--- config.mk ---
export PLATFORM = sky130hd
export DESIGN_NAME = lfu_cache_table
export DESIGN_NICKNAME = d
export VERILOG_FILES = /design/src/lfu_pkg.sv /design/src/lfu_pick.sv /design/src/lfu_cache_table.sv
export SDC_FILE = /design/constraint.sdc
export NUM_CORES = 2
export LEC_CHECK = 0
export ABC_AREA = 1
export BUFFER_PORTS_ARGS = -buffer_cell sky130_fd_sc_hd__buf_2
export CORE_ASPECT_RATIO = 0.7
export CORE_UTILIZATION = 40
export CTS_BUF_LIST = sky130_fd_sc_hd__clkbuf_16
export DETAILED_ROUTE_END_ITERATION = 8
export PLACE_DENSITY = 0.62
export SETUP_SLACK_MARGIN = 0.3
export SLEW_MARGIN = 20
export SYNTH_ARGS = -nofsm -noshare
export SYNTH_HDL_FRONTEND = slang
export SYNTH_SLANG_ARGS = --single-unit
--- constraint.sdc ---
create_clock -name i_clk -period 6.31 [get_ports i_clk]
set_clock_uncertainty 0.05 [all_clocks]
set_input_delay 1.262 -clock i_clk [delete_from_list [all_inputs] [get_ports i_clk]]
set_output_delay 1.262 -clock i_clk [all_outputs]
set_load 0.03 [all_outputs]
--- src/lfu_pkg.sv ---
// shared types and constants for the lfu cache table
// used by lfu_pick and lfu_cache_table, no dependencies
package lfu_pkg;

    localparam int KEY_BITS = 32;
    localparam int CAP_BITS = 5;
    localparam int CAP_RESET = 16;
    localparam int NEW_COUNT = 1;
    localparam logic signed [KEY_BITS-1:0] MISS_VALUE = -32'sd1;
    localparam logic signed [KEY_BITS-1:0] NO_KEY = 32'sd0;

    typedef enum logic [3:0] {
        S_IDLE   = 4'b0001,
        S_SCAN   = 4'b0010,
        S_DECIDE = 4'b0100,
        S_PROMO  = 4'b1000
    } t_state;

    typedef struct packed {
        logic take_match;
        logic take_free;
        logic take_victim;
    } t_pick;

endpackage

--- src/lfu_pick.sv ---
// per-entry compare unit shared across the table scan
// depends on lfu_pkg for t_pick and KEY_BITS
module lfu_pick #(
    parameter int COUNT_BITS = 16,
    parameter int RANK_BITS  = 4
) (
    input  logic                          i_valid,
    input  logic [lfu_pkg::KEY_BITS-1:0]  i_key,
    input  logic [lfu_pkg::KEY_BITS-1:0]  i_ref_key,
    input  logic [COUNT_BITS-1:0]         i_cnt,
    input  logic [RANK_BITS-1:0]          i_rank,
    input  logic                          i_have_match,
    input  logic                          i_have_free,
    input  logic                          i_have_victim,
    input  logic [COUNT_BITS-1:0]         i_best_cnt,
    input  logic [RANK_BITS-1:0]          i_best_rank,
    output lfu_pkg::t_pick                o_pick
);
    import lfu_pkg::*;

    logic w_older;

    assign w_older = (i_cnt < i_best_cnt) ||
                     ((i_cnt == i_best_cnt) && (i_rank > i_best_rank));

    always_comb begin
        o_pick.take_match  = i_valid && !i_have_match && (i_key == i_ref_key);
        o_pick.take_free   = !i_valid && !i_have_free;
        o_pick.take_victim = i_valid && (!i_have_victim || w_older);
    end

endmodule

--- src/lfu_cache_table.sv ---
// lfu cache table with lru tie-break: scan sequencer, entry memories, outputs
// depends on lfu_pkg and lfu_pick
//
// channel   direction  signals                                       handshake
// request   in         i_mode i_key i_value                          start & !busy
// result    out        o_hit o_read_value o_evicted o_evicted_key    o_done pulse
// config    in         i_cfg_wdata                                   i_cfg_we
//
// a request scans all entries once through one compare unit, decides in S_DECIDE,
// then sweeps the recency-rank memory over all entries when an entry is touched;
// o_done is registered at the end of the sweep, or after the decision otherwise.
// the rank memory is read, modified and written back one entry at a time.
// synchronous active-low reset clears valid bits and occupancy and sets capacity to 16.
// o_done is high one cycle; the receiver cannot stall, busy holds off requests.
module lfu_cache_table #(
    parameter int ENTRIES    = 16,
    parameter int COUNT_BITS = 16
) (
    input  logic                                 i_clk,
    input  logic                                 i_rst_n,
    input  logic                                 start,
    output logic                                 busy,
    input  logic                                 i_mode,
    input  logic signed [lfu_pkg::KEY_BITS-1:0]  i_key,
    input  logic signed [lfu_pkg::KEY_BITS-1:0]  i_value,
    output logic                                 o_done,
    output logic                                 o_hit,
    output logic signed [lfu_pkg::KEY_BITS-1:0]  o_read_value,
    output logic                                 o_evicted,
    output logic signed [lfu_pkg::KEY_BITS-1:0]  o_evicted_key,
    input  logic                                 i_cfg_we,
    input  logic [lfu_pkg::CAP_BITS-1:0]         i_cfg_wdata
);
    import lfu_pkg::*;

    localparam int IW   = (ENTRIES > 1) ? $clog2(ENTRIES) : 1;
    localparam int RW   = IW;
    localparam int OW   = $clog2(ENTRIES + 1);
    localparam int CMPW = (OW > CAP_BITS) ? OW : CAP_BITS;
    localparam logic [IW-1:0] LAST_IDX = IW'(ENTRIES - 1);

    t_state r_state, n_state;

    logic [CAP_BITS-1:0]  r_cap;
    logic [OW-1:0]        r_occ;
    logic [ENTRIES-1:0]   r_valid;

    logic                 r_mode;
    logic [KEY_BITS-1:0]  r_key;
    logic [KEY_BITS-1:0]  r_value;

    logic [IW-1:0]        r_idx;
    logic                 r_issue;
    logic                 r_rdv;
    logic [IW-1:0]        r_rdidx;

    logic [KEY_BITS-1:0]   mem_key  [ENTRIES];
    logic [KEY_BITS-1:0]   mem_val  [ENTRIES];
    logic [COUNT_BITS-1:0] mem_cnt  [ENTRIES];
    logic [RW-1:0]         mem_rank [ENTRIES];

    logic [KEY_BITS-1:0]   r_rd_key;
    logic [KEY_BITS-1:0]   r_rd_val;
    logic [COUNT_BITS-1:0] r_rd_cnt;
    logic [RW-1:0]         r_rd_rank;

    logic                  r_have_match, r_have_free, r_have_vic;
    logic [IW-1:0]         r_m_idx, r_f_idx, r_v_idx;
    logic [COUNT_BITS-1:0] r_m_cnt, r_v_cnt;
    logic [RW-1:0]         r_m_rank, r_v_rank;
    logic [KEY_BITS-1:0]   r_m_val, r_v_key;

    logic [IW-1:0]         r_tgt;
    logic [RW-1:0]         r_lim;
    logic                  r_lim_all;

    logic                  r_done, r_hit, r_evicted;
    logic [KEY_BITS-1:0]   r_read_value, r_evicted_key;

    t_pick                 w_pick;
    logic                  w_accept;
    logic                  w_last_rd;
    logic                  w_occ_lt_cap;
    logic                  w_put_ok, w_fill, w_evict, w_promo;
    logic [IW-1:0]         w_tgt;
    logic [COUNT_BITS-1:0] w_bumped;

    logic                  w_ent_we;
    logic [COUNT_BITS-1:0] w_cnt_d;
    logic                  w_rank_we;
    logic [RW-1:0]         w_rank_d;

    assign busy     = (r_state != S_IDLE);
    assign w_accept = start && !busy;
    assign w_last_rd = r_rdv && (r_rdidx == LAST_IDX);

    lfu_pick #(
        .COUNT_BITS (COUNT_BITS),
        .RANK_BITS  (RW)
    ) u_pick (
        .i_valid       (r_valid[r_rdidx]),
        .i_key         (r_rd_key),
        .i_ref_key     (r_key),
        .i_cnt         (r_rd_cnt),
        .i_rank        (r_rd_rank),
        .i_have_match  (r_have_match),
        .i_have_free   (r_have_free),
        .i_have_victim (r_have_vic),
        .i_best_cnt    (r_v_cnt),
        .i_best_rank   (r_v_rank),
        .o_pick        (w_pick)
    );

    // request decision
    always_comb begin
        w_occ_lt_cap = (CMPW'(r_occ) < CMPW'(r_cap)) && (CMPW'(r_occ) < CMPW'(ENTRIES));
        w_put_ok     = r_mode && (r_cap != '0);
        w_fill       = w_put_ok && !r_have_match && w_occ_lt_cap;
        w_evict      = w_put_ok && !r_have_match && !w_occ_lt_cap && r_have_vic;
        w_promo      = (r_have_match && (!r_mode || w_put_ok)) || w_fill || w_evict;
        w_tgt        = r_have_match ? r_m_idx : (w_fill ? r_f_idx : r_v_idx);
        w_bumped     = (r_m_cnt == '1) ? r_m_cnt : r_m_cnt + COUNT_BITS'(1);
        w_ent_we     = (r_state == S_DECIDE) && w_promo;
        w_cnt_d      = r_have_match ? w_bumped : COUNT_BITS'(NEW_COUNT);
    end

    // recency sweep
    always_comb begin
        w_rank_we = 1'b0;
        w_rank_d  = r_rd_rank + RW'(1);
        if (r_state == S_PROMO && r_rdv) begin
            if (r_rdidx == r_tgt) begin
                w_rank_we = 1'b1;
                w_rank_d  = '0;
            end else if (r_valid[r_rdidx] && (r_lim_all || r_rd_rank < r_lim)) begin
                w_rank_we = 1'b1;
            end
        end
    end

    always_comb begin
        n_state = r_state;
        case (r_state)
            S_IDLE:   if (w_accept) n_state = S_SCAN;
            S_SCAN:   if (w_last_rd) n_state = S_DECIDE;
            S_DECIDE: n_state = w_promo ? S_PROMO : S_IDLE;
            S_PROMO:  if (w_last_rd) n_state = S_IDLE;
            default:  n_state = S_IDLE;
        endcase
    end

    always_ff @(posedge i_clk) begin
        if (w_ent_we) begin
            mem_key[w_tgt] <= r_key;
            mem_cnt[w_tgt] <= w_cnt_d;
        end
        if (w_ent_we && r_mode) begin
            mem_val[w_tgt] <= r_value;
        end
        if (w_rank_we) begin
            mem_rank[r_rdidx] <= w_rank_d;
        end
        r_rd_key  <= mem_key[r_idx];
        r_rd_val  <= mem_val[r_idx];
        r_rd_cnt  <= mem_cnt[r_idx];
        r_rd_rank <= mem_rank[r_idx];
    end

    always_ff @(posedge i_clk) begin
        if (!i_rst_n) begin
            r_state <= S_IDLE;
            r_cap   <= CAP_BITS'(CAP_RESET);
            r_occ   <= '0;
            r_valid <= '0;
            r_issue <= 1'b0;
            r_rdv   <= 1'b0;
            r_done  <= 1'b0;
        end else begin
            r_state <= n_state;
            r_done  <= ((r_state == S_DECIDE) && !w_promo) ||
                       ((r_state == S_PROMO) && w_last_rd);
            if (i_cfg_we) begin
                r_cap <= i_cfg_wdata;
            end
            if (r_issue) begin
                r_rdv   <= 1'b1;
                r_rdidx <= r_idx;
                if (r_idx == LAST_IDX) begin
                    r_issue <= 1'b0;
                end else begin
                    r_idx <= r_idx + IW'(1);
                end
            end else begin
                r_rdv <= 1'b0;
            end
            case (r_state)
                S_IDLE: begin
                    if (w_accept) begin
                        r_mode       <= i_mode;
                        r_key        <= i_key;
                        r_value      <= i_value;
                        r_idx        <= '0;
                        r_issue      <= 1'b1;
                        r_have_match <= 1'b0;
                        r_have_free  <= 1'b0;
                        r_have_vic   <= 1'b0;
                    end
                end
                S_SCAN: begin
                    if (r_rdv) begin
                        if (w_pick.take_match) begin
                            r_have_match <= 1'b1;
                            r_m_idx      <= r_rdidx;
                            r_m_cnt      <= r_rd_cnt;
                            r_m_rank     <= r_rd_rank;
                            r_m_val      <= r_rd_val;
                        end
                        if (w_pick.take_free) begin
                            r_have_free <= 1'b1;
                            r_f_idx     <= r_rdidx;
                        end
                        if (w_pick.take_victim) begin
                            r_have_vic <= 1'b1;
                            r_v_idx    <= r_rdidx;
                            r_v_cnt    <= r_rd_cnt;
                            r_v_rank   <= r_rd_rank;
                            r_v_key    <= r_rd_key;
                        end
                    end
                end
                S_DECIDE: begin
                    r_tgt         <= w_tgt;
                    r_lim         <= r_have_match ? r_m_rank : r_v_rank;
                    r_lim_all     <= w_fill;
                    r_idx         <= '0;
                    r_issue       <= w_promo;
                    r_hit         <= r_have_match;
                    r_read_value  <= (r_have_match && !r_mode) ? r_m_val : MISS_VALUE;
                    r_evicted     <= w_evict;
                    r_evicted_key <= w_evict ? r_v_key : NO_KEY;
                    if (w_fill) begin
                        r_valid[r_f_idx] <= 1'b1;
                        r_occ            <= r_occ + OW'(1);
                    end
                end
                default: begin
                end
            endcase
        end
    end

    assign o_done        = r_done;
    assign o_hit         = r_hit;
    assign o_read_value  = r_read_value;
    assign o_evicted     = r_evicted;
    assign o_evicted_key = r_evicted_key;

    a_done_idle: assert property (@(posedge i_clk) disable iff (!i_rst_n)
        o_done |-> !busy)
        else $error("result beat while busy");

    a_occ_range: assert property (@(posedge i_clk) disable iff (!i_rst_n)
        CMPW'(r_occ) <= CMPW'(ENTRIES))
        else $error("occupancy beyond table size");

    a_evict_miss: assert property (@(posedge i_clk) disable iff (!i_rst_n)
        (o_done && o_evicted) |-> !o_hit)
        else $error("eviction on a hit");

    a_occ_change: assert property (@(posedge i_clk) disable iff (!i_rst_n)
        (r_occ != $past(r_occ)) |-> $past(r_state == S_DECIDE))
        else $error("occupancy changed outside decide");

    a_accept_scan: assert property (@(posedge i_clk) disable iff (!i_rst_n)
        w_accept |=> (r_state == S_SCAN && r_issue))
        else $error("accepted request did not start a scan");

endmodule
# Yosys cells after proc, flatten, opt, wreduce, memory -nomap -nowiden

Memories as Yosys holds them, arrays and structs flattened. A register that Yosys moved wholly into a read port is not among the register bits.
Cells that the tools add are included.

Word-level logic and storage cells: 160
Memory bits (writable): 1344
Output and inout port bits: 68
Input bits: 74
Memories: 4
Bits in registers: 300

Equality and inequality tests: 18
Mux-type cells: 44
$add $sub $neg: 4
Reduce and logical (&&, ||, !) cells: 50
Bitwise gates (word level): 1
Magnitude comparators: 8

Memories:

| memory   | words | width | rd ports | clocked after memory_dff | wr ports | RTL line              | text |
|---|---|---|---|---|---|---|---|
| mem_key  | 16    | 32    | 1        | 1                        | 1        | lfu_cache_table.sv:57 | `logic [KEY_BITS-1:0] mem_key [ENTRIES];` |
| mem_val  | 16    | 32    | 1        | 1                        | 1        | lfu_cache_table.sv:58 | `logic [KEY_BITS-1:0] mem_val [ENTRIES];` |
| mem_cnt  | 16    | 16    | 1        | 1                        | 1        | lfu_cache_table.sv:59 | `logic [COUNT_BITS-1:0] mem_cnt [ENTRIES];` |
| mem_rank | 16    | 4     | 1        | 1                        | 1        | lfu_cache_table.sv:60 | `logic [RW-1:0] mem_rank [ENTRIES];` |

Operators with widths:

| cell                                                                         | count |
|---|---|
| 4-bit two-way mux                                                            | 12 |
| 32-bit == test                                                               | 1 |
| 16-bit two-way mux                                                           | 2 |
| 1-bit logical AND                                                            | 22 |
| 1-bit two-way mux                                                            | 22 |
| 16-bit by 1-bit adder with 16-bit output, second input constant              | 1 |
| 16-bit == test                                                               | 1 |
| 16-bit == test, second input constant                                        | 1 |
| 16-bit less-than comparator                                                  | 1 |
| 16-bit OR                                                                    | 1 |
| 4-bit one-hot mux with 4 select lines                                        | 1 |
| 5-bit AND reduction                                                          | 3 |
| 4-bit == test, second input constant                                         | 3 |
| 4-bit AND reduction                                                          | 3 |
| 4-bit by 5-bit less-than comparator with 1-bit output, second input constant | 2 |
| 4-bit by 1-bit adder with 4-bit output, second input constant                | 2 |
| 1-bit logical NOT                                                            | 8 |
| 2-bit inequality test, second input constant                                 | 4 |
| 1-bit one-hot mux with 2 select lines                                        | 4 |
| 4-bit one-hot mux with 2 select lines                                        | 1 |
| 1-bit logical OR                                                             | 7 |
| 2-bit by 1-bit inequality test with 1-bit output, second input constant      | 3 |
| 2-bit AND reduction                                                          | 3 |
| 3-bit AND reduction                                                          | 2 |
| 15 further kinds                                                             | 15 |

# Logic depth before layout (Yosys ltp)

Word-level depth: 10
Depth in mapped cells: 14
Gate-level depth less buffers: 14

# By module

Synthesis repeated with hierarchy kept, for this count alone.

Cell total of the unflattened synthesis: 4938
Area, all modules: 65934.5 um^2

By module, submodules not included:

| module          | area an instance (um^2) | times used | cells an instance | sequential area each (um^2) |
|---|---|---|---|---|
| lfu_cache_table | 64869.7                 | 1          | 4738              | 50718.6 |
| lfu_pick        | 1064.8                  | 1          | 200               | 0.0 |

# Least setup slack after synthesis

OpenSTA, ideal clock, no wires.

Path type: in2reg
Start point: input port i_rst_n
End point: register r_evicted (netlist: o_evicted) (enable)
Buffers on the path: 1
Setup slack: 0.962 ns
Setup time: 0.509 ns
Arrival: 4.789 ns
Cell stages on the path: 3
Data required time: 5.751 ns
Cell sequence: clkinv_1 clkbuf_1 nor2_1

Cells in the longest elaborated chain, start to end: 1

Ends and longest elaborated chain:

| item                                 | RTL line               | text |
|---|---|---|
| start, declared                      | lfu_cache_table.sv:20  | `input logic i_rst_n,` |
| 2-bit AND reduction (no source line) | --                     |  |
| end signal, assigned                 | lfu_cache_table.sv:239 | `r_evicted <= w_evict;` |
| end, declared                        | lfu_cache_table.sv:77  | `logic r_done, r_hit, r_evicted;` |

Every way passes these cells.
A chain may end at the register's enable or synchronous reset.

# Worst setup path in the final report

Start point: register r_cap[4]
End point: memory mem_key[1][17] (enable)

RTL lines:

| item                                                                               | RTL line               | text |
|---|---|---|
| start, declared                                                                    | lfu_cache_table.sv:44  | `logic [CAP_BITS-1:0] r_cap;` |
| start signal, assigned                                                             | lfu_cache_table.sv:172 | `r_cap <= CAP_BITS'(CAP_RESET);` |
| start signal, assigned                                                             | lfu_cache_table.sv:183 | `r_cap <= i_cfg_wdata;` |
| parallel branches: the longest is 3 deep, another holds 5-bit less-than comparator | --                     |  |
| 1-bit logical AND *                                                                | lfu_cache_table.sv:118 | `w_fill = w_put_ok && !r_have_match && w_occ_lt_cap;` |
| 4-bit two-way mux * (2 in a row)                                                   | lfu_cache_table.sv:121 | `w_tgt = r_have_match ? r_m_idx : (w_fill ? r_f_idx : r_v_idx);` |
| via w_tgt[0]                                                                       | lfu_cache_table.sv:85  | `logic [IW-1:0] w_tgt;` |
| end, declared                                                                      | lfu_cache_table.sv:57  |  |

Mark *: on every way through the listed nets, which the timed path passes.

==> results.cfg <==
[power_and_ir_drop]
ir_drop_uv = 294
p_int_uw = 18900
p_comb_share_pct = 9.5
power.share.switching_pct = 25.1
power.leakage_uw = 0.0249
p_switching_uw = 6340
cellPowerDensity_nw_per_um2 = 338
clkPwrFrac_pct = 38.6
finalPower_uw = 25300
pwr-share-seq_pct = 51.9

[layout]
fin_nets = 5047
final_cell_mix = edfxtp_1, nor2_1, o21ai_0, nand2_1, o221ai_1
nFillCells = 14400
syn_to_final_growth_pct = 12.9
drive_above_1_share_pct = 10.5
layout.cells.non_filler = 7289
layout_commonest_cell = edfxtp_1

[timing]
setup_viol = 0
worstMarginPinSlew_ps = 1210
setup_tns_ps = 0
slew-limit-headroom_pct = 19.2
hold_slack_ps = 351
drv_slew = 0
finalCritPeriodShare_pct = 63.8
min_period_ps = 4020
finalHoldViolations = 0
rsz0062_at_grt = no
fmax_mhz = 248

[detailed_routing]
vias_per_cell = 5.52
first_iter_violations = 5032
dr.pass1.iters = 5
routed_wl_um = 169000
drc_errors = 0
ant_nets = 0
wire_per_inst_um = 23.1
num_vias = 40300

[setup_path]
cpPeakStageDelay_ps = 810
crit_path_max_fanout = 30
startpoint_type = flop
critPathRequiredTime_ps = 6770
path_class = flop to flop
cp_top_family = simple AND/OR/NAND/NOR gates
endpoint_kind = flop
cp_common_cell = nand2_1
cp_slowest_cell = clkinv_2
cp_cell_sequence = inv_1, ha_1, nand2_1, inv_1, nand2_1, nand2_1, nor2_1, nand2_2, nand2_1, nand3_1, nand2_2, nor2_2, nand2_1, clkinv_2, buf_4
cp_data_arrival_time_ps = 4480
critPathBufInv = 4

[floorplanning]
placementRows = 124
fp.dieH_um = 342
chipWidth_um = 488
start_util_pct = 40.4
design.die.area_um2 = 167000
io_pins = 142
coreArea_um2 = 164000

[global_routing]
grt_pass1_wl_um = 250000
overflow = 0
antenna_found_initial = 5
grt_pass1_vias = 38200
grt_use_total_pct = 20.0
grt_max_degree = 229

[clock_network]
clock-sinks = 1728
post_cts_resized = 0
numCtsBuffers = 165
root_buffer = clkbuf_16
postCtsHoldBufs = 0
cts_setup_buffers = 0
clkTransAtPathRegs_ps = 60
clk_latency_ps = 820
cts.path.max_buffers = 3
cts_tree = built
htreeDepth = 4

[logic_synthesis]
synth_edf_count = 1611
yosysSeqAreaShare_pct = 76.7
yosysWarnings = 0
synthArstFlopShare_pct = 0
ys_ff_latch = 1728
netlist_area_um2 = 66100
netlist.area_leader.share_pct = 73.1
synth_area_leader_cell = edfxtp_1
synth.distinct_cells = 40
synth_nets = 4962
ys.flop_type = edfxtp_1
synth_cells = 4857
ys_top_cells_by_area = edfxtp_1, o21ai_0, nor2_1, dfxtp_1, o221ai_1
syn_avg_cell_area_um2 = 13.6

[place]
dp_hpwl_um = 89300
io_buffers = 141
place.gp.congestion = 0.867
place_inst = 6980

[hold_path]
hp-class = flop to flop

[outcome]
outcome = finished clean

[flow_run]
drv_cap = 0
-- per-stage QoR --
| step | cell area [um^2] | util [%] | setup WS (ps) |
|---|---|---|---|
| 2_1_floorplan | 66100 | - | 962 |
| 3_3_place_gp | 69300 | 42.3 | 2450 |
| 3_5_place_dp | 69400 | 42.4 | 2440 |
| 4_1_cts | 74700 | 45.6 | 2420 |
| 5_1_grt | 74700 | 45.6 | 2070 |
| 6_report | 74700 | 45.6 | 2290 |
-- path summary, 6_finish.rpt --
path | from | end | slack (ps) | cells after the start
hold reg to reg | r_rd_val[28] | r_m_val[28] | 350 | 0
setup / recovery | r_cap[4] | mem_key[1][17] | 2290 | 15
setup reg to reg | r_cap[4] | mem_key[1][17] | 2290 | 15
hold / removal | r_rd_val[28] | r_m_val[28] | 350 | 0
-- synthesized netlist by cell type (13+ instances only) --
cell and instances:
o211ai_1 83, nand2_1 313, edfxtp_1 1611, a21oi_1 47
xor2_1 13, nor2_1 827, dfxtp_1 117, nand3_1 139
or2_2 15, clkbuf_1 232, buf_2 38, o21ai_0 710
nor3_1 22, buf_4 15, o22ai_1 82, ha_1 31
o221ai_1 255, inv_1 225, nand4_1 13
-- cells by family (layout without fill, tap and decap cells) --
| group | Yosys count | after routing | share of synthesized area (%) |
|---|---|---|---|
| flip-flops | 1728 | 1728 | 76.7 |
| other | 0 | 3 | 0 |
| XOR/XNOR | 18 | 18 | 0.238 |
| AO/OA/AOI/OAI | 1187 | 1187 | 10.9 |
| adder cells (fa/ha/maj) | 31 | 31 | 0.586 |
| buffers and inverters | 529 | 753 | 3.17 |
| AND/OR/NAND/NOR | 1364 | 1364 | 8.38 |
-- layout make-up --
class | instances | area [um^2] | area share [%]
sequential | 1728 | 50700 | 67.9
multi-input combinational | 2600 | 13500 | 18.1
clock buffer | 169 | 4230 | 5.66
tap | 2205 | 2760 | 3.69
timing repair buffer | 215 | 1460 | 1.96
clock inverter | 137 | 1090 | 1.46
inverter | 232 | 912 | 1.22
antenna | 3 | 7.51 | 0.0101
-- metal layers --
metal / vias to the layer above / GRT usage, % / part of all wire [%]
li1: 18200 / - / -
met5: - / 0 / 0.014
met4: 4 / 5.12 / 2.0
met3: 244 / 4.07 / 8.6
met2: 1676 / 28.7 / 43
met1: 20100 / 30.6 / 46
-- state kept, by name, summed over array words and instances (netlist names), 32 cells and up --
name           cells
mem_key          512
mem_val          512
mem_cnt          256
mem_rank          64
o_evicted_key     32
o_read_value      32
r_key             32
r_m_val           32
r_rd_key          32
r_rd_val          32
r_v_key           32
r_value           32
-- power groups by stage --
stage | sequential (uW) | clock [uW] | combinational [uW]
floorplan | 13200 | 0 | 1590
global placement | 13300 | 0 | 2340
detailed placement | 13300 | 0 | 2370
CTS | 13100 | 9900 | 2390
global route | 13100 | 10300 | 2640
finish | 13100 | 9750 | 2400
No activity file was read; power rests on OpenSTA's default activity.
